--- src/hdl/lmra_pkg.sv ---
package lmra_pkg;

    // Sizes
    localparam int MAX_NODES = 16;
    localparam int TIME_BITS = 16;
    localparam int QIDX_W    = $clog2(MAX_NODES);
    localparam int QCNT_W    = $clog2(MAX_NODES + 1);
    localparam int ID_W      = 4;
    localparam int PEER_W    = 4;
    localparam int CMD_W     = 2;
    localparam int KIND_W    = 2;
    localparam int ACT_W     = 2;
    localparam int CFG_IDX_W = 1;
    localparam int CFG_DAT_W = 4;

    localparam logic [TIME_BITS-1:0] TIME_MAX = {TIME_BITS{1'b1}};
    localparam logic [ID_W-1:0]      OWN_ID_RST = ID_W'(1);

    // Command codes
    localparam logic [CMD_W-1:0] CMD_REQUEST = 2'd0;
    localparam logic [CMD_W-1:0] CMD_RELEASE = 2'd1;
    localparam logic [CMD_W-1:0] CMD_MESSAGE = 2'd2;

    // Message kinds
    localparam logic [KIND_W-1:0] MSG_DONE    = 2'd0;
    localparam logic [KIND_W-1:0] MSG_REQUEST = 2'd1;
    localparam logic [KIND_W-1:0] MSG_REPLY   = 2'd2;

    // Result actions
    localparam logic [ACT_W-1:0] ACT_NONE      = 2'd0;
    localparam logic [ACT_W-1:0] ACT_MULTICAST = 2'd1;
    localparam logic [ACT_W-1:0] ACT_REPLY     = 2'd2;
    localparam logic [ACT_W-1:0] ACT_GRANT     = 2'd3;

    // Configuration register indexes
    localparam logic [CFG_IDX_W-1:0] CFG_OWN_ID     = 1'd0;
    localparam logic [CFG_IDX_W-1:0] CFG_INIT_PEERS = 1'd1;

    typedef enum logic [2:0] {
        ST_IDLE,
        ST_EXEC,
        ST_GRANT,
        ST_REPLY,
        ST_DRAIN
    } t_state;

    typedef enum logic [1:0] {
        DEST_ZERO,
        DEST_SENDER,
        DEST_QUEUE
    } t_dest_sel;

    // Controller to datapath
    typedef struct packed {
        logic             load;
        logic             tick;
        logic             sync;
        logic             set_req;
        logic             clr_req;
        logic             dec_live;
        logic             dec_reply;
        logic             enqueue;
        logic             drain_start;
        logic             drain_next;
        logic             clr_queue;
        logic             emit;
        logic [ACT_W-1:0] action;
        t_dest_sel        dest_sel;
        logic             last;
    } t_dp_ctrl;

    // Datapath to controller
    typedef struct packed {
        logic [CMD_W-1:0]  cmd;
        logic [KIND_W-1:0] kind;
        logic              requesting;
        logic              live_zero;
        logic              replies_zero;
        logic              reply_one;
        logic              wins;
        logic              queue_full;
        logic              queue_empty;
        logic              drain_last;
    } t_dp_status;

endpackage

--- src/hdl/lmra_datapath.sv ---
module lmra_datapath (
    input  logic                                i_clk,
    input  logic                                i_rst_n,
    input  lmra_pkg::t_dp_ctrl                  i_ctrl,
    output lmra_pkg::t_dp_status                o_status,
    input  logic [lmra_pkg::CMD_W-1:0]          i_command,
    input  logic [lmra_pkg::KIND_W-1:0]         i_msg_kind,
    input  logic [lmra_pkg::TIME_BITS-1:0]      i_msg_time,
    input  logic [lmra_pkg::ID_W-1:0]           i_sender_id,
    input  logic                                i_cfg_we,
    input  logic [lmra_pkg::CFG_IDX_W-1:0]      i_cfg_index,
    input  logic [lmra_pkg::CFG_DAT_W-1:0]      i_cfg_data,
    output logic                                o_valid,
    output logic [lmra_pkg::ACT_W-1:0]          o_action,
    output logic [lmra_pkg::ID_W-1:0]           o_dest_id,
    output logic [lmra_pkg::TIME_BITS-1:0]      o_stamp,
    output logic                                o_last
);

    // Captured command
    logic [lmra_pkg::CMD_W-1:0]     r_cmd;
    logic [lmra_pkg::KIND_W-1:0]    r_kind;
    logic [lmra_pkg::TIME_BITS-1:0] r_msg_time;
    logic [lmra_pkg::ID_W-1:0]      r_sender;

    // Node state
    logic [lmra_pkg::ID_W-1:0]      r_own_id;
    logic [lmra_pkg::TIME_BITS-1:0] r_clock, n_clock;
    logic [lmra_pkg::TIME_BITS-1:0] r_req_stamp;
    logic                           r_requesting;
    logic [lmra_pkg::PEER_W-1:0]    r_replies;
    logic [lmra_pkg::PEER_W-1:0]    r_live;
    logic [lmra_pkg::QCNT_W-1:0]    r_count;
    logic [lmra_pkg::QIDX_W-1:0]    r_drain_idx, n_drain_idx;
    logic [lmra_pkg::ID_W-1:0]      r_q_data;

    // Deferred queue
    logic [lmra_pkg::ID_W-1:0]      mem_q [lmra_pkg::MAX_NODES];

    // Output register
    logic                           r_out_valid;
    logic [lmra_pkg::ACT_W-1:0]     r_out_action;
    logic [lmra_pkg::ID_W-1:0]      r_out_dest;
    logic [lmra_pkg::TIME_BITS-1:0] r_out_stamp;
    logic                           r_out_last;

    logic [lmra_pkg::TIME_BITS-1:0] clk_base;
    logic [lmra_pkg::ID_W-1:0]      dest_val;

    // Lamport update: optional max with message time, then saturating +1
    always_comb begin
        clk_base = r_clock;
        if (i_ctrl.sync && (r_msg_time > r_clock)) begin
            clk_base = r_msg_time;
        end
        n_clock = r_clock;
        if (i_ctrl.tick) begin
            n_clock = (clk_base == lmra_pkg::TIME_MAX) ? clk_base
                                                       : clk_base + 1'b1;
        end
    end

    // Drain pointer
    always_comb begin
        n_drain_idx = r_drain_idx;
        if (i_ctrl.drain_start) begin
            n_drain_idx = '0;
        end else if (i_ctrl.drain_next) begin
            n_drain_idx = r_drain_idx + 1'b1;
        end
    end

    // Reply destination
    always_comb begin
        case (i_ctrl.dest_sel)
            lmra_pkg::DEST_SENDER: dest_val = r_sender;
            lmra_pkg::DEST_QUEUE:  dest_val = r_q_data;
            default:               dest_val = '0;
        endcase
    end

    // Status
    always_comb begin
        o_status.cmd          = r_cmd;
        o_status.kind         = r_kind;
        o_status.requesting   = r_requesting;
        o_status.live_zero    = (r_live == '0);
        o_status.replies_zero = (r_replies == '0);
        o_status.reply_one    = (r_replies == lmra_pkg::PEER_W'(1));
        o_status.wins         = !r_requesting || (r_msg_time < r_req_stamp) ||
                                ((r_msg_time == r_req_stamp) && (r_sender < r_own_id));
        o_status.queue_full   = (r_count == lmra_pkg::QCNT_W'(lmra_pkg::MAX_NODES));
        o_status.queue_empty  = (r_count == '0);
        o_status.drain_last   = ((lmra_pkg::QCNT_W'(r_drain_idx) + 1'b1) == r_count);
    end

    // Command capture, payload only
    always_ff @(posedge i_clk) begin
        if (i_ctrl.load) begin
            r_cmd      <= i_command;
            r_kind     <= i_msg_kind;
            r_msg_time <= i_msg_time;
            r_sender   <= i_sender_id;
        end
    end

    // Node state
    always_ff @(posedge i_clk) begin
        if (!i_rst_n) begin
            r_own_id     <= lmra_pkg::OWN_ID_RST;
            r_clock      <= '0;
            r_req_stamp  <= '0;
            r_requesting <= 1'b0;
            r_replies    <= '0;
            r_live       <= '0;
            r_count      <= '0;
            r_drain_idx  <= '0;
        end else begin
            r_clock     <= n_clock;
            r_drain_idx <= n_drain_idx;
            if (i_cfg_we) begin
                unique case (i_cfg_index)
                    lmra_pkg::CFG_OWN_ID:     r_own_id <= i_cfg_data;
                    lmra_pkg::CFG_INIT_PEERS: r_live   <= i_cfg_data;
                    default: ;
                endcase
            end else if (i_ctrl.dec_live && (r_live != '0)) begin
                r_live <= r_live - 1'b1;
            end
            if (i_ctrl.set_req) begin
                r_req_stamp  <= n_clock;
                r_requesting <= 1'b1;
                r_replies    <= r_live;
            end else if (i_ctrl.clr_req) begin
                r_requesting <= 1'b0;
                r_replies    <= '0;
            end else if (i_ctrl.dec_reply) begin
                r_replies <= r_replies - 1'b1;
            end
            if (i_ctrl.clr_queue) begin
                r_count <= '0;
            end else if (i_ctrl.enqueue) begin
                r_count <= r_count + 1'b1;
            end
        end
    end

    // Queue memory, registered read
    always_ff @(posedge i_clk) begin
        if (i_ctrl.enqueue) begin
            mem_q[r_count[lmra_pkg::QIDX_W-1:0]] <= r_sender;
        end
        r_q_data <= mem_q[n_drain_idx];
    end

    // Result register
    always_ff @(posedge i_clk) begin
        if (!i_rst_n) begin
            r_out_valid <= 1'b0;
        end else begin
            r_out_valid <= i_ctrl.emit;
        end
    end

    always_ff @(posedge i_clk) begin
        if (i_ctrl.emit) begin
            r_out_action <= i_ctrl.action;
            r_out_dest   <= dest_val;
            r_out_stamp  <= n_clock;
            r_out_last   <= i_ctrl.last;
        end
    end

    assign o_valid   = r_out_valid;
    assign o_action  = r_out_action;
    assign o_dest_id = r_out_dest;
    assign o_stamp   = r_out_stamp;
    assign o_last    = r_out_last;

endmodule

--- src/hdl/lmra_ctrl.sv ---
module lmra_ctrl (
    input  logic                   i_clk,
    input  logic                   i_rst_n,
    input  logic                   i_start,
    output logic                   o_busy,
    input  lmra_pkg::t_dp_status   i_status,
    output lmra_pkg::t_dp_ctrl     o_ctrl
);

    lmra_pkg::t_state r_state, n_state;

    // State register
    always_ff @(posedge i_clk) begin
        if (!i_rst_n) begin
            r_state <= lmra_pkg::ST_IDLE;
        end else begin
            r_state <= n_state;
        end
    end

    // Next state
    always_comb begin
        n_state = r_state;
        unique case (r_state)
            lmra_pkg::ST_IDLE: begin
                if (i_start) begin
                    n_state = lmra_pkg::ST_EXEC;
                end
            end
            lmra_pkg::ST_EXEC: begin
                n_state = lmra_pkg::ST_IDLE;
                case (i_status.cmd)
                    lmra_pkg::CMD_REQUEST: begin
                        if (!i_status.requesting && i_status.live_zero) begin
                            n_state = lmra_pkg::ST_GRANT;
                        end
                    end
                    lmra_pkg::CMD_RELEASE: begin
                        if (!i_status.queue_empty) begin
                            n_state = lmra_pkg::ST_DRAIN;
                        end
                    end
                    lmra_pkg::CMD_MESSAGE: begin
                        if ((i_status.kind == lmra_pkg::MSG_REQUEST) && i_status.wins) begin
                            n_state = lmra_pkg::ST_REPLY;
                        end
                    end
                    default: ;
                endcase
            end
            lmra_pkg::ST_GRANT: n_state = lmra_pkg::ST_IDLE;
            lmra_pkg::ST_REPLY: n_state = lmra_pkg::ST_IDLE;
            lmra_pkg::ST_DRAIN: begin
                if (i_status.drain_last) begin
                    n_state = lmra_pkg::ST_IDLE;
                end
            end
            default: n_state = lmra_pkg::ST_IDLE;
        endcase
    end

    // Datapath commands
    always_comb begin
        o_ctrl          = '0;
        o_ctrl.dest_sel = lmra_pkg::DEST_ZERO;
        o_ctrl.action   = lmra_pkg::ACT_NONE;
        unique case (r_state)
            lmra_pkg::ST_IDLE: begin
                o_ctrl.load = i_start;
            end
            lmra_pkg::ST_EXEC: begin
                case (i_status.cmd)
                    lmra_pkg::CMD_REQUEST: begin
                        o_ctrl.emit = 1'b1;
                        o_ctrl.last = 1'b1;
                        if (!i_status.requesting) begin
                            o_ctrl.tick    = 1'b1;
                            o_ctrl.set_req = 1'b1;
                            o_ctrl.action  = lmra_pkg::ACT_MULTICAST;
                            o_ctrl.last    = !i_status.live_zero;
                        end
                    end
                    lmra_pkg::CMD_RELEASE: begin
                        o_ctrl.tick        = 1'b1;
                        o_ctrl.clr_req     = 1'b1;
                        o_ctrl.drain_start = 1'b1;
                        o_ctrl.emit        = i_status.queue_empty;
                        o_ctrl.last        = 1'b1;
                    end
                    lmra_pkg::CMD_MESSAGE: begin
                        o_ctrl.tick = 1'b1;
                        o_ctrl.sync = 1'b1;
                        o_ctrl.emit = 1'b1;
                        o_ctrl.last = 1'b1;
                        case (i_status.kind)
                            lmra_pkg::MSG_DONE: begin
                                o_ctrl.dec_live = 1'b1;
                            end
                            lmra_pkg::MSG_REQUEST: begin
                                // winner is answered from the reply state
                                o_ctrl.emit    = !i_status.wins;
                                o_ctrl.enqueue = !i_status.wins && !i_status.queue_full;
                            end
                            lmra_pkg::MSG_REPLY: begin
                                if (i_status.requesting && !i_status.replies_zero) begin
                                    o_ctrl.dec_reply = 1'b1;
                                    if (i_status.reply_one) begin
                                        o_ctrl.action = lmra_pkg::ACT_GRANT;
                                    end
                                end
                            end
                            default: ;
                        endcase
                    end
                    default: begin
                        o_ctrl.emit = 1'b1;
                        o_ctrl.last = 1'b1;
                    end
                endcase
            end
            lmra_pkg::ST_GRANT: begin
                o_ctrl.emit   = 1'b1;
                o_ctrl.action = lmra_pkg::ACT_GRANT;
                o_ctrl.last   = 1'b1;
            end
            lmra_pkg::ST_REPLY: begin
                o_ctrl.tick     = 1'b1;
                o_ctrl.emit     = 1'b1;
                o_ctrl.action   = lmra_pkg::ACT_REPLY;
                o_ctrl.dest_sel = lmra_pkg::DEST_SENDER;
                o_ctrl.last     = 1'b1;
            end
            lmra_pkg::ST_DRAIN: begin
                o_ctrl.tick       = 1'b1;
                o_ctrl.emit       = 1'b1;
                o_ctrl.action     = lmra_pkg::ACT_REPLY;
                o_ctrl.dest_sel   = lmra_pkg::DEST_QUEUE;
                o_ctrl.last       = i_status.drain_last;
                o_ctrl.drain_next = 1'b1;
                o_ctrl.clr_queue  = i_status.drain_last;
            end
            default: ;
        endcase
    end

    assign o_busy = (r_state != lmra_pkg::ST_IDLE);

endmodule

--- src/hdl/lamport_mutex_request_arbiter.sv ---
// Channel   | Direction | Handshake               | Beat
// ----------+-----------+-------------------------+------------------------------------------
// command   | in        | i_start high, o_busy low | command, msg_kind, msg_time, sender_id
// result    | out       | o_valid, one cycle only  | action, dest_id, stamp, last
// config    | in        | i_cfg_valid & o_cfg_ready| register index, 4-bit data
//
// A command is captured, then executed; a request with no live peers, or a peer
// request that is answered, then passes through the grant or reply state. Release
// sends its deferred replies one by one from the queue, which has a single read port.
// Results leave through a register in the cycle after the step that makes them.
// Reset is synchronous, active low; the config port opens in the cycle after reset release.
// The receiver cannot stall; each result is shown for exactly one cycle.
module lamport_mutex_request_arbiter (
    input  logic                                i_clk,
    input  logic                                i_rst_n,
    input  logic                                i_start,
    output logic                                o_busy,
    input  logic [lmra_pkg::CMD_W-1:0]          i_command,
    input  logic [lmra_pkg::KIND_W-1:0]         i_msg_kind,
    input  logic [lmra_pkg::TIME_BITS-1:0]      i_msg_time,
    input  logic [lmra_pkg::ID_W-1:0]           i_sender_id,
    output logic                                o_valid,
    output logic [lmra_pkg::ACT_W-1:0]          o_action,
    output logic [lmra_pkg::ID_W-1:0]           o_dest_id,
    output logic [lmra_pkg::TIME_BITS-1:0]      o_stamp,
    output logic                                o_last,
    input  logic                                i_cfg_valid,
    output logic                                o_cfg_ready,
    input  logic [lmra_pkg::CFG_IDX_W-1:0]      i_cfg_index,
    input  logic [lmra_pkg::CFG_DAT_W-1:0]      i_cfg_data
);

    lmra_pkg::t_dp_ctrl   ctrl;
    lmra_pkg::t_dp_status status;
    logic                 r_cfg_ready;

    // Config port opens once out of reset
    always_ff @(posedge i_clk) begin
        if (!i_rst_n) begin
            r_cfg_ready <= 1'b0;
        end else begin
            r_cfg_ready <= 1'b1;
        end
    end

    assign o_cfg_ready = r_cfg_ready;

    lmra_ctrl u_ctrl (
        .i_clk    (i_clk),
        .i_rst_n  (i_rst_n),
        .i_start  (i_start),
        .o_busy   (o_busy),
        .i_status (status),
        .o_ctrl   (ctrl)
    );

    lmra_datapath u_dp (
        .i_clk       (i_clk),
        .i_rst_n     (i_rst_n),
        .i_ctrl      (ctrl),
        .o_status    (status),
        .i_command   (i_command),
        .i_msg_kind  (i_msg_kind),
        .i_msg_time  (i_msg_time),
        .i_sender_id (i_sender_id),
        .i_cfg_we    (i_cfg_valid && r_cfg_ready),
        .i_cfg_index (i_cfg_index),
        .i_cfg_data  (i_cfg_data),
        .o_valid     (o_valid),
        .o_action    (o_action),
        .o_dest_id   (o_dest_id),
        .o_stamp     (o_stamp),
        .o_last      (o_last)
    );

endmodule

--- config.mk ---
export PLATFORM = sky130hd
export DESIGN_NAME = lamport_mutex_request_arbiter
export DESIGN_NICKNAME = d
export VERILOG_FILES = /design/src/hdl/lmra_pkg.sv /design/src/hdl/lmra_datapath.sv /design/src/hdl/lmra_ctrl.sv /design/src/hdl/lamport_mutex_request_arbiter.sv
export SDC_FILE = /design/constraint.sdc
export NUM_CORES = 1
export LEC_CHECK = 0
export BUFFER_PORTS_ARGS = -buffer_cell sky130_fd_sc_hd__buf_2
export CAP_MARGIN = 20
export CORE_UTILIZATION = 35
export DETAILED_ROUTE_END_ITERATION = 8
export PLACE_DENSITY = 0.6
export SLEW_MARGIN = 5
export SYNTH_ARGS = -nofsm -noshare
export SYNTH_HDL_FRONTEND = slang
export SYNTH_SLANG_ARGS = --single-unit
--- constraint.sdc ---
create_clock -name i_clk -period 11.6 [get_ports i_clk]
set_input_delay 0.58 -clock i_clk [delete_from_list [all_inputs] [get_ports i_clk]]
set_output_delay 0.58 -clock i_clk [all_outputs]
set_load 0.03 [all_outputs]
After elaboration in Yosys (flattened, before gate mapping)
Memory sizes are Yosys's and may differ from the RTL's. A register that Yosys moved wholly into a read port is not among the register bits.
Cells that the tools add are included.

operators by class
  add/subtract/negate cells = 6
  magnitude comparators = 3
  eq/ne operators = 18
  multiplexer cells = 50
  bitwise logic cells = 2
  reductions and logical operators = 33

operator list
  operator                                              count
  2-to-1 mux 16 bit                                     3
  2-to-1 mux 4 bit                                      8
  case mux 3 bit (3 select lines)                       3
  2-to-1 mux 1 bit                                      18
  adder 16 x 1 -> 16 bit (second input constant)        1
  equality test 16 bit                                  1
  equality test 16 bit (second input constant)          1
  > comparator 16 bit                                   1
  less-than comparator 16 bit                           1
  2-to-1 mux 2 bit                                      6
  2-to-1 mux 3 bit                                      4
  logical AND 1 bit                                     8
  logical NOT 4 bit                                     2
  case mux 2 bit (2 select lines)                       2
  case mux 4 bit (2 select lines)                       1
  OR reduction 2 bit                                    4
  subtractor 4 x 1 -> 4 bit (second input constant)     2
  2-to-1 mux 7 bit                                      1
  equality test 2 x 1 -> 1 bit (second input constant)  3
  equality test 2 bit (second input constant)           3
  equality test 3 x 2 -> 1 bit (second input constant)  2
  case mux 1 bit (2 select lines)                       3
  AND reduction 2 bit                                   3
  nonzero test 3 bit                                    2
  other kinds (20)                                      29

word-level totals
  bits in registers = 106
  RAM bits = 64
  bits of input ports = 33
  output and inout bits = 26
  memories kept = 1

memory list
  memory      words  width  read ports  clocked after Yosys merged registers in  write ports  line                 text
  u_dp.mem_q  16     4      1           1                                        1            lmra_datapath.sv:38  logic [lmra_pkg::ID_W-1:0] mem_q [lmra_pkg::MAX_NODES];

Longest topological paths before layout
Gate-level depths: netlist of run 1.

  word-level depth = 13
  mapped depth = 21
  depth with buffers taken out = 18

By module
Synthesis of run 1 repeated with hierarchy kept, for this count alone.

unflattened totals
  cells, all modules = 778
  area total of the unflattened synthesis = 8773.4 um^2

by module, submodules not included
  module                         times used  cells an instance  area an instance (um^2)  seq. area each (um^2)
  lmra_datapath                  1           719                8304.2                   4514.3
  lmra_ctrl                      1           57                 442.9                    60.1
  lamport_mutex_request_arbiter  1           2                  26.3                     20.0

Least setup slack after synthesis of run 1
OpenSTA, ideal clock, no wires.

  path type = flip-flop to flip-flop
  from = register u_dp.r_msg_time[15] in the netlist's numbering
  to = register u_dp.r_req_stamp[10] in the netlist's numbering
  library setup time = 115 ps
  data arrival time = 3716 ps
  required time = 11485 ps
  setup slack = 7770 ps
  cell stages (with the launch flop) = 21
  buffers on the path = 3
  cell sequence = edfxtp_1 > ha_1 > nand4_2 > nor2_2 > nand4_4 > o2111a_1 > buf_4 > nor2_8 > buf_4 > nand2_1 > o21ai_0 > ha_1 > and3_1 > and2_1 > clkbuf_1 > nand4_1 > xnor2_1 > nor3_1 > a41oi_1 > o22a_1 > o21a_1

on the way
  word-level cells in the longest chain between the ends = 6
  elaborated cells between the ends (all ways) = 7

ends and longest elaborated chain
  element                                                                line                                      text
  start, declared                                                        lmra_datapath.sv:23                       logic [lmra_pkg::TIME_BITS-1:0] r_msg_time;
  start signal, assigned                                                 lmra_datapath.sv:102                      r_msg_time <= i_msg_time;
  > comparator 16 bit                                                    lmra_datapath.sv:53                       if (i_ctrl.sync && (r_msg_time > r_clock)) begin
  logical AND 1 bit                                                      lmra_datapath.sv:53
  2-to-1 mux 16 bit *                                                    lmra_datapath.sv:53
  adder 16 x 1 -> 16 bit / equality test 16 bit (equally long branches)  lmra_datapath.sv:59, lmra_datapath.sv:58
  2-to-1 mux 16 bit *                                                    lmra_datapath.sv:58                       n_clock = (clk_base == lmra_pkg::TIME_MAX) ? clk_base
  2-to-1 mux 16 bit *                                                    lmra_datapath.sv:57                       if (i_ctrl.tick) begin
  net u_dp.n_clock, one bit                                              lmra_datapath.sv:28                       logic [lmra_pkg::TIME_BITS-1:0] r_clock, n_clock;
  end signal, assigned                                                   lmra_datapath.sv:131                      r_req_stamp <= n_clock;
  end, declared                                                          lmra_datapath.sv:29                       logic [lmra_pkg::TIME_BITS-1:0] r_req_stamp;

The timed path passes the listed nets; every way through them passes the cells marked *.
A chain may end at the register's enable or synchronous reset.

Worst setup path after layout of run 1
  from = register u_dp.r_msg_time[15] in the netlist's numbering
  to = register u_dp.r_req_stamp[5] in the netlist's numbering

The elaborated chain is that of the path after synthesis.

==> results of run 1 <==
==> power by group through the flow <==
stage / combinational (mW) / sequential (mW) / clock, mW
4_1_cts: 0.0975 / 0.690 / 0.591
5_1_grt: 0.108 / 0.691 / 0.615
3_5_place_dp: 0.0969 / 0.703 / 0
2_1_floorplan: 0.0557 / 0.707 / 0
3_3_place_gp: 0.0961 / 0.703 / 0
6_report: 0.0973 / 0.690 / 0.578
==> critical path, stage by stage, from the launching register on <==
cell,delay [ps]
edfxtp_1,520
ha_1,360
nand4_2,130
nor2_2,190
nand4_4,160
o2111a_1,470
nor2_8,340
nand2_1,80
o21ai_0,80
ha_1,290
and3_1,270
nand2_1,140
nor2_1,460
nor2_1,120
xor2_1,160
a21oi_1,180
o22ai_2,120
o21a_1,190
==> cells in the final DEF (no fill, tap or decap), drive strengths merged, types with 4 or more instances in the layout <==
master and n:
edfxtp 111, nand2 108, nor2 71, buf 66, dfxtp 63, inv 56
ha 51, a21oi 50, and2 35, o21ai 27, nand3 24, nor3 24
nand4 22, a211oi 21, clkbuf 21, xnor2 13, o211ai 13, a31oi 12
mux2i 11, a22oi 10, o21a 9, or2 9, nor2b 7, and3 7
o2bb2ai 7, a21o 7, xor2 6, nand2b 5, a311oi 5, a311o 5
clkinv 5, o31ai 4, nor4 4, nor3b 4
==> cell families after synthesis <==
kind of cell / Yosys count
flip-flops: 174
XOR/XNOR: 19
adder cells (fa/ha/maj): 51
AO/OA/AOI/OAI: 198
multiplexers: 12
AND/OR/NAND/NOR: 332
buffers and inverters: 87
==> registers in the layout, summed over array words and instances, names as in the netlist, 5 cells and up <==
signal / flops
u_dp.mem_q: 64
u_dp.o_stamp: 16
u_dp.r_clock: 16
u_dp.r_msg_time: 16
u_dp.r_req_stamp: 16
u_dp.r_count: 5
==> worst max-delay path by stage <==
stage                                              endpoint  slack (ps)  cells past startpoint
after floorplan           u_dp.r_req_stamp[10]$_SDFFE_PN0P_        7770                     20
after global placement     u_dp.r_req_stamp[5]$_SDFFE_PN0P_        7290                     17
after detailed placement   u_dp.r_req_stamp[5]$_SDFFE_PN0P_        7260                     17
after CTS                  u_dp.r_req_stamp[5]$_SDFFE_PN0P_        7250                     17
after global routing       u_dp.r_req_stamp[5]$_SDFFE_PN0P_        6850                     17
final                      u_dp.r_req_stamp[5]$_SDFFE_PN0P_        7210                     17
==> final cells by class <==
class                           count  area [sq um]  area share (%)
Clock buffer                       21           482            4.72
Clock inverter                     11           118            1.15
Inverter                           51           191            1.88
Multi-Input combinational cell    612          4050            39.7
Sequential cell                   174          4590            45.1
Tap cell                          330           413            4.05
Timing Repair Buffer               66           350            3.44
==> per-layer routing <==
metal,GRT usage [%],wire length (microns)
met1,26.7,11900
met4,5.57,471
met3,2.80,923
met2,25.7,9260
met5,0,0
==> impl_metrics.tcl, run 1 <==
set metrics [dict create \
    status "finished, final reports clean" \
    r2r_slack_ps 7210 \
    power_mw 1.36 \
    cts_hold_buf 0 \
    fillers 2489 \
    end_kind "flop" \
    critPathLaunch "u_dp.r_msg_time[15]$_DFFE_PP_" \
    routedWlPerCell_microns 17.8 \
    synth_compound_area_share_pct 15.9 \
    grt_max_degree 34 \
    drv_slew 0 \
    drt_pass1_iterations 5 \
    synth_mux_area_share_pct 1.39 \
    syn_inst 873 \
    finalCoreUtilization_pct 40.4 \
    gp_congestion 0.910 \
    rows 58 \
    synth.area.top_cells "edfxtp_1 37%, dfxtp_1 14%, ha_1 7.1%" \
    timing.rr.end "u_dp.r_req_stamp[5]$_SDFFE_PN0P_" \
    instances_no_fill 1265 \
    place_hpwl_mm 15.8 \
    drc 0 \
    worstMarginPinSlew_ps 984 \
    drive_gt1_share_pct 14.2 \
    vias 6672 \
    post-route-cell-area_sq_mm 0.0102 \
    cts-root-buf "clkbuf_16" \
    comb_power_share_pct 7.1 \
    antennaDiodeCount 0 \
    p_leak_nw 3.54 \
    synth_seq_area_share_pct 51.0 \
    finalWorstSetupSlack_ps 7210 \
    whs_path_depth 1 \
    grt_overflow 0 \
    maxCapViolations 0 \
    clkPwrFrac_pct 42.3 \
    hold-path-endpoint "u_dp.r_sender[1]$_DFFE_PP_" \
    synth_nets 957 \
    cts_buffers 17 \
    start_kind "flop" \
    vias_per_cell 5.27 \
    pre_cts_ws_ps 7260 \
    drtAntennaViolNets 0 \
    finClkSkew_ps 16.0 \
    core_sq_mm 0.0253 \
    critPathKind "flop to flop" \
    tns_ps 0 \
    ioPinCount 59 \
    required_ps 11920 \
    path_clk_slew_ps 70 \
    grt_pass1_vias 6271 \
    r2r_start "u_dp.r_msg_time[15]$_DFFE_PP_" \
    hold_class "input port to flop" \
    cts_tree "done" \
    hold_start "i_sender_id[1]" \
    synth_edf_count 111 \
    min_period_ps 4390 \
    power_density_mw_per_mm2 134 \
    reg2reg_depth 17 \
    clock-sinks 174 \
    place_area_sq_mm 0.00960 \
    rsz0062_at_grt "false" \
    dp.cells 1233 \
    post_cts_resized 0 \
    htreeDepth 4 \
    drtIter0Drc 517 \
    finalHoldViolations 0 \
    fin_worst_hold_slack_ps 313 \
    die_width_microns 162 \
    die_h_microns 162 \
    synthTopCellsByCount "111 x edfxtp_1, 106 x nand2_1, 68 x nor2_1" \
    worst_ep_arrival_time_ps 4720 \
    yosysWarnings 0 \
    synth_area_leader_cell "edfxtp_1" \
    grt_antenna_before_repair 0 \
    initial_utilization_pct 35.7 \
    portBuffers 58 \
    synth_top_area_share_pct 37.0 \
    syn_area_sq_mm 0.00901 \
    final_nets 1006 \
    synthFlopType "edfxtp_1" \
    sw_frac_of_total_pct 24.4 \
    synth_area_per_cell_sq_um 10.3 \
    crit_path_max_fanout 19 \
    internal-power_mw 1.03 \
    ys_async_sr_fraction_pct 0 \
    synth-simple-area-share_pct 18.7 \
    fp.dieArea_sq_mm 0.0264 \
    synth_top_family_by_area "simple AND/OR/NAND/NOR gates" \
    synth_seq_cells 174 \
    relSlewSlack_pct 34.0 \
    seq_power_share_pct 50.5 \
    fmax_ghz 0.228 \
    yosysMostFrequentCell "edfxtp_1" \
    insertion_delay_ps 440 \
    ir_drop_v 0.0000818 \
    fin_crit_sh_pct 37.9 \
    synth_adder_area_share_pct 7.08 \
    grt_first_pass_wirelength_mm 35.6 \
    grt_usage_pct 17.7 \
    cts_buffer_depth 2 \
    setup_violations 0 \
    drt-total-wl_mm 22.5 \
    p_switching_mw 0.332 \
    syn2layout_area_growth_pct 13.1 \
    yosysUniqueCellTypes 84 \
    synth-xor-area-share_pct 1.85 \
    post_cts_buffers 0 \
]
Note: power is estimated with default switching activity, not from simulation.
==> run 2, diff against run 1 <==
--- a/config.mk
+++ b/config.mk
@@ -5,6 +5,7 @@
 export SDC_FILE = /design/constraint.sdc
 export NUM_CORES = 1
 export LEC_CHECK = 0
+export ABC_AREA = 1
 export BUFFER_PORTS_ARGS = -buffer_cell sky130_fd_sc_hd__buf_2
 export CAP_MARGIN = 20
 export CORE_UTILIZATION = 35
==> constraint.sdc (replaced) <==
create_clock -name i_clk -period 4.6 [get_ports i_clk]
set_input_delay 0.23 -clock i_clk [delete_from_list [all_inputs] [get_ports i_clk]]
set_output_delay 0.23 -clock i_clk [all_outputs]
set_load 0.03 [all_outputs]
==> impl_metrics.tcl, run 2 <==
set metrics [dict create \
    timing.rr.end "u_dp.r_req_stamp[0]$_SDFFE_PN0P_" \
    post_cts_resized 0 \
    power_mw 3.60 \
    r2r_start "u_dp.r_msg_time[9]$_DFFE_PP_" \
    path_clk_slew_ps 70 \
    worst-path-buf-inv 1 \
    ys_async_sr_fraction_pct 0 \
    path_cells "ha_1, nand2_1, nand2_1, nand3_1, nand2_1, a21oi_1, nand2_2, nand2_4, nand2_1, nand2_1, ha_1, nand3_1, nor2_4, nand2_2, nand2_1, nand2_1, nand2_1, nand3_1, nand2_1, inv_1" \
    synth_seq_cells 174 \
    drtIter0Drc 533 \
    vias_per_cell 4.96 \
    initial_utilization_pct 35.8 \
    cpLargestDelayFamily "simple AND/OR/NAND/NOR gates" \
    crit_path_max_fanout 25 \
    finalHoldViolations 0 \
    synthFlopType "edfxtp_1" \
    worstMarginPinSlew_ps 920 \
    drive_gt1_share_pct 13.4 \
    synthTopCellsByCount "186 x nand2_1, 118 x nor2_1, 111 x edfxtp_1" \
    drtAntennaViolNets 0 \
    finalWorstSetupSlack_ps 824 \
    hold_start "i_msg_time[15]" \
    gp_congestion 0.890 \
    drv_slew 0 \
    worst_ep_arrival_time_ps 4120 \
    cts_buffer_depth 2 \
    required_ps 4940 \
    syn_area_sq_mm 0.00876 \
    rsz0062_at_grt "false" \
    synth_top_area_share_pct 38.1 \
    hold-path-endpoint "u_dp.r_msg_time[15]$_DFFE_PP_" \
    htreeDepth 4 \
    die_h_microns 160 \
    cts-root-buf "clkbuf_16" \
    vias 6871 \
    cts_tree "done" \
    portBuffers 58 \
    drt_pass1_iterations 6 \
    post-route-cell-area_sq_mm 0.0102 \
    antennaDiodeCount 0 \
    rows 57 \
    maxCapViolations 0 \
    cp_common_cell "nand2_1" \
    min_period_ps 3780 \
    whs_path_depth 1 \
    end_kind "flop" \
    cp_slowest_cell "edfxtp_1" \
    final_nets 1131 \
    yosysUniqueCellTypes 47 \
    power_density_mw_per_mm2 353 \
    largest_reg_flops 64 \
    synth.area.top_cells "edfxtp_1 38%, dfxtp_1 14%, nand2_1 8.0%" \
    insertion_delay_ps 440 \
    ioPinCount 59 \
    grt_antenna_before_repair 0 \
    synth_nets 1050 \
    synth_edf_count 111 \
    yosysMostFrequentCell "nand2_1" \
    grt_max_degree 35 \
    fmax_ghz 0.265 \
    reg2reg_depth 20 \
    syn_inst 966 \
    synth_area_leader_cell "edfxtp_1" \
    hold_class "input port to flop" \
    routedWlPerCell_microns 15.5 \
    critPathKind "flop to flop" \
    relSlewSlack_pct 38.5 \
    syn2layout_area_growth_pct 16.4 \
    fp.dieArea_sq_mm 0.0257 \
    drt-total-wl_mm 21.5 \
    grt_first_pass_wirelength_mm 34.2 \
    p_leak_nw 4.08 \
    tns_ps 0 \
    pre_cts_ws_ps 829 \
    setup_violations 0 \
    grt_usage_pct 17.2 \
    synth_area_per_cell_sq_um 9.06 \
    finClkSkew_ps 14.0 \
    final_common_cell "nand2_1" \
    status "finished, final reports clean" \
    yosysWarnings 0 \
    drc 0 \
    grt_overflow 0 \
    clock-sinks 174 \
    slowest_delay_ps 470 \
    ir_drop_v 0.000219 \
    core_sq_mm 0.0245 \
    synth_seq_area_share_pct 52.5 \
    die_width_microns 160 \
    cts_buffers 17 \
    place_area_sq_mm 0.00938 \
    layout_common_cells "186 x nand2_1, 116 x nor2_1, 111 x edfxtp_1" \
    r2r_slack_ps 820 \
    start_kind "flop" \
    grt_pass1_vias 6506 \
    fin_crit_sh_pct 82.1 \
    place_hpwl_mm 15.2 \
]
run 2: final cells by class:
class,count,area [sq um]
inverters,116,435
well taps,324,405
clock inverters,14,143
multi-input cells,648,3600
flip-flops and latches,174,4590
fillers,2399,14300
repair buffers,90,591
clock buffers,18,429
run 2: power by group:
part / total [mW] / switching, mW / internal [mW]
logic: 0.421 / 0.280 / 0.141
clock network: 1.41 / 0.684 / 0.724
registers: 1.77 / 0.0449 / 1.73
run 2: logic make-up after synthesis:
group,synth area share (%)
adder cells (fa/ha/maj),7.29
flip-flops,52.5
XOR/XNOR,1.00
buffers and inverters,6.56
AND/OR/NAND/NOR,21.2
AO/OA/AOI/OAI,11.5
run 2: how the worst max path moves through the flow:
| stage | startpoint | to | slack [ps] | cells past startpoint |
|---|---|---|---|---|
| after floorplan | u_dp.r_msg_time[1]$_DFFE_PP_ | u_dp.o_action[0]$_DFFE_PP_ | 1540 | 12 |
| after global placement | u_dp.r_msg_time[9]$_DFFE_PP_ | u_dp.r_req_stamp[0]$_SDFFE_PN0P_ | 940 | 20 |
| after detailed placement | u_dp.r_msg_time[9]$_DFFE_PP_ | u_dp.o_stamp[0]$_DFFE_PP_ | 830 | 18 |
| after CTS | u_dp.r_msg_time[9]$_DFFE_PP_ | u_dp.r_req_stamp[0]$_SDFFE_PN0P_ | 830 | 20 |
| after global routing | u_dp.r_msg_time[9]$_DFFE_PP_ | u_dp.r_req_stamp[0]$_SDFFE_PN0P_ | 450 | 20 |
| final | u_dp.r_msg_time[9]$_DFFE_PP_ | u_dp.r_req_stamp[0]$_SDFFE_PN0P_ | 820 | 20 |
run 2: routing by layer:
metal  up-vias  track usage, %  wire, microns
met4         0            5.54            388
met3        29            3.14           1250
li1       3449               -              -
met5         -               0              0
met1      3194            24.3          10200
met2       199            26.7           9640
run 2: through the flow:
step / util, % / cells / hold WS [ps]
4_1_cts: 41.6 / 1383 / 6.56
2_1_floorplan: - / 966 / 258
3_5_place_dp: 38.4 / 1328 / 408
3_3_place_gp: 38.3 / 1327 / 408
6_report: 41.7 / 1384 / 14.6
5_1_grt: 41.7 / 1384 / 3.72
run 2: what timing repair did:
| action | 4_1_cts | 5_1_grt |
|---|---|---|
| endpoints found under the hold margin | 23 | 1 |
| setup buffers | 0 | 0 |
| hold buffers | 23 | 1 |
==> run 3, diff against run 2 <==
==> constraint.sdc (replaced) <==
create_clock -name i_clk -period 3.5 [get_ports i_clk]
set_input_delay 0.175 -clock i_clk [delete_from_list [all_inputs] [get_ports i_clk]]
set_output_delay 0.175 -clock i_clk [all_outputs]
set_load 0.03 [all_outputs]
==> impl_metrics.tcl, run 3 (synthesized netlist as in run 2, its figures left out) <==
set metrics [dict create \
    clock-sinks 174 \
    end_kind "flop" \
    layout_common_cells "186 x nand2_1, 116 x nor2_1, 111 x edfxtp_1" \
    drtAntennaViolNets 0 \
    core_sq_mm 0.0245 \
    drt_pass1_iterations 6 \
    m1WireLength_mm 10.4 \
    ioPinCount 59 \
    cts_buffers 17 \
    insertion_delay_ps 440 \
    initial_utilization_pct 35.8 \
    finalHoldViolations 0 \
    hold_class "input port to flop" \
    vias_per_cell 4.97 \
    place_hpwl_mm 15.8 \
    relSlewSlack_pct 33.2 \
    final_common_cell "nand2_1" \
    top_layer "met4" \
    tns_ps 0 \
    place_area_sq_mm 0.00947 \
    grt_first_pass_wirelength_mm 34.3 \
    path_clk_slew_ps 70 \
    worstMarginPinSlew_ps 997 \
    drt-total-wl_mm 21.8 \
    critPathKind "flop to flop" \
    p_leak_nw 4.19 \
    worst_ep_arrival_time_ps 3340 \
    slowest_delay_ps 430 \
    portBuffers 58 \
    drv_slew 0 \
    syn2layout_area_growth_pct 18.3 \
    drtIter0Drc 476 \
    die_width_microns 160 \
    rows 57 \
    cts-root-buf "clkbuf_16" \
    crit_path_max_fanout 12 \
    rsz0062_at_grt "false" \
    cp_slowest_cell "edfxtp_1" \
    post-route-cell-area_sq_mm 0.0104 \
    wl_met3_mm 1.31 \
    grt_usage_pct 17.2 \
    htreeDepth 4 \
    grt_max_degree 34 \
    vias 6952 \
    antennaDiodeCount 0 \
    required_ps 3690 \
    cp_common_cell "nand2_1" \
    fmax_ghz 0.317 \
    largest_reg_flops 64 \
    cts_buffer_depth 2 \
    finClkSkew_ps 14.3 \
    setup_violations 0 \
    cts_tree "done" \
    routedWlPerCell_microns 15.6 \
    fp.dieArea_sq_mm 0.0257 \
    drc 0 \
    gp_congestion 0.925 \
    die_h_microns 160 \
    wl_met2_mm 9.79 \
    grt_overflow 0 \
    maxCapViolations 0 \
    final_nets 1147 \
    fin_crit_sh_pct 90.1 \
    power_density_mw_per_mm2 464 \
    min_period_ps 3150 \
    grt_pass1_vias 6561 \
    start_kind "flop" \
    ir_drop_v 0.000268 \
    path_cells "ha_1, a21oi_1, o21ai_0, a21oi_1, nand2_2, nand2_4, nand2_1, nand2_1, ha_1, nand3_1, nor2_4, nand2_4, nand2_1, nand2_1, nand2_1, nand2_1" \
    grt_antenna_before_repair 0 \
    status "finished, final reports clean" \
    drive_gt1_share_pct 14.7 \
]
==> run 3: final timing paths <==
check	start	end	slack, ps	cells after the start
max reg2reg	u_dp.r_msg_time[13]$_DFFE_PP_	u_dp.o_stamp[0]$_DFFE_PP_	350	16
max	u_dp.r_msg_time[13]$_DFFE_PP_	u_dp.o_stamp[0]$_DFFE_PP_	350	16
min	i_cfg_data[3]	u_dp.r_live[3]$_SDFFE_PN0P_	20	3
min reg2reg	u_dp.r_own_id[2]$_SDFFE_PN0P_	u_dp.r_own_id[2]$_SDFFE_PN0P_	460	2
==> run 3: per-layer routing <==
| metal | global-route usage, % | vias to the layer above |
|---|---|---|
| met4 | 4.94 | 0 |
| met1 | 24.4 | 3217 |
| met3 | 2.94 | 26 |
| met2 | 27.0 | 225 |
| li1 | - | 3484 |
| met5 | 0 | - |
==> run 3: where the power goes <==
part,switching (mW),internal (mW)
Sequential,0.0433,2.27
Clock,0.892,1.02
Combinational,0.388,0.197
==> run 3: per-stage QoR <==
stage	hold slack [ps]	utilization, %	cells	power (mW)	setup WS (ps)
CTS	21.5	42.2	1397	4.84	197
floorplan	203	-	966	2.73	444
detailed placement	354	38.7	1340	2.92	237
global route	32.2	42.3	1400	4.99	24.2
finish	24.0	42.3	1400	4.81	347
global placement	353	38.7	1340	2.91	299
==> run 3: repair_timing <==
action	CTS	global route
buffers inserted	0	1
resized for setup	0	4
endpoints found under the hold margin	25	0
hold buffers	25	0
endpoints found under the setup margin	0	7
==> run 3: final cells by class <==
type,instances,area (sq um)
inverter,116,435
clock inverter,15,164
clock buffer,17,425
timing repair buffer,105,713
fill,2392,14100
tap,324,405
sequential,174,4590
multi-input combinational,649,3620
==> run 3: worst max-delay path, delay by kind of cell (launching register included) <==
| family | cells | cell delay [ps] |
|---|---|---|
| AO/OA/AOI/OAI | 3 | 500 |
| adder cells (fa/ha/maj) | 2 | 530 |
| flip-flops | 1 | 430 |
| AND/OR/NAND/NOR | 11 | 1440 |
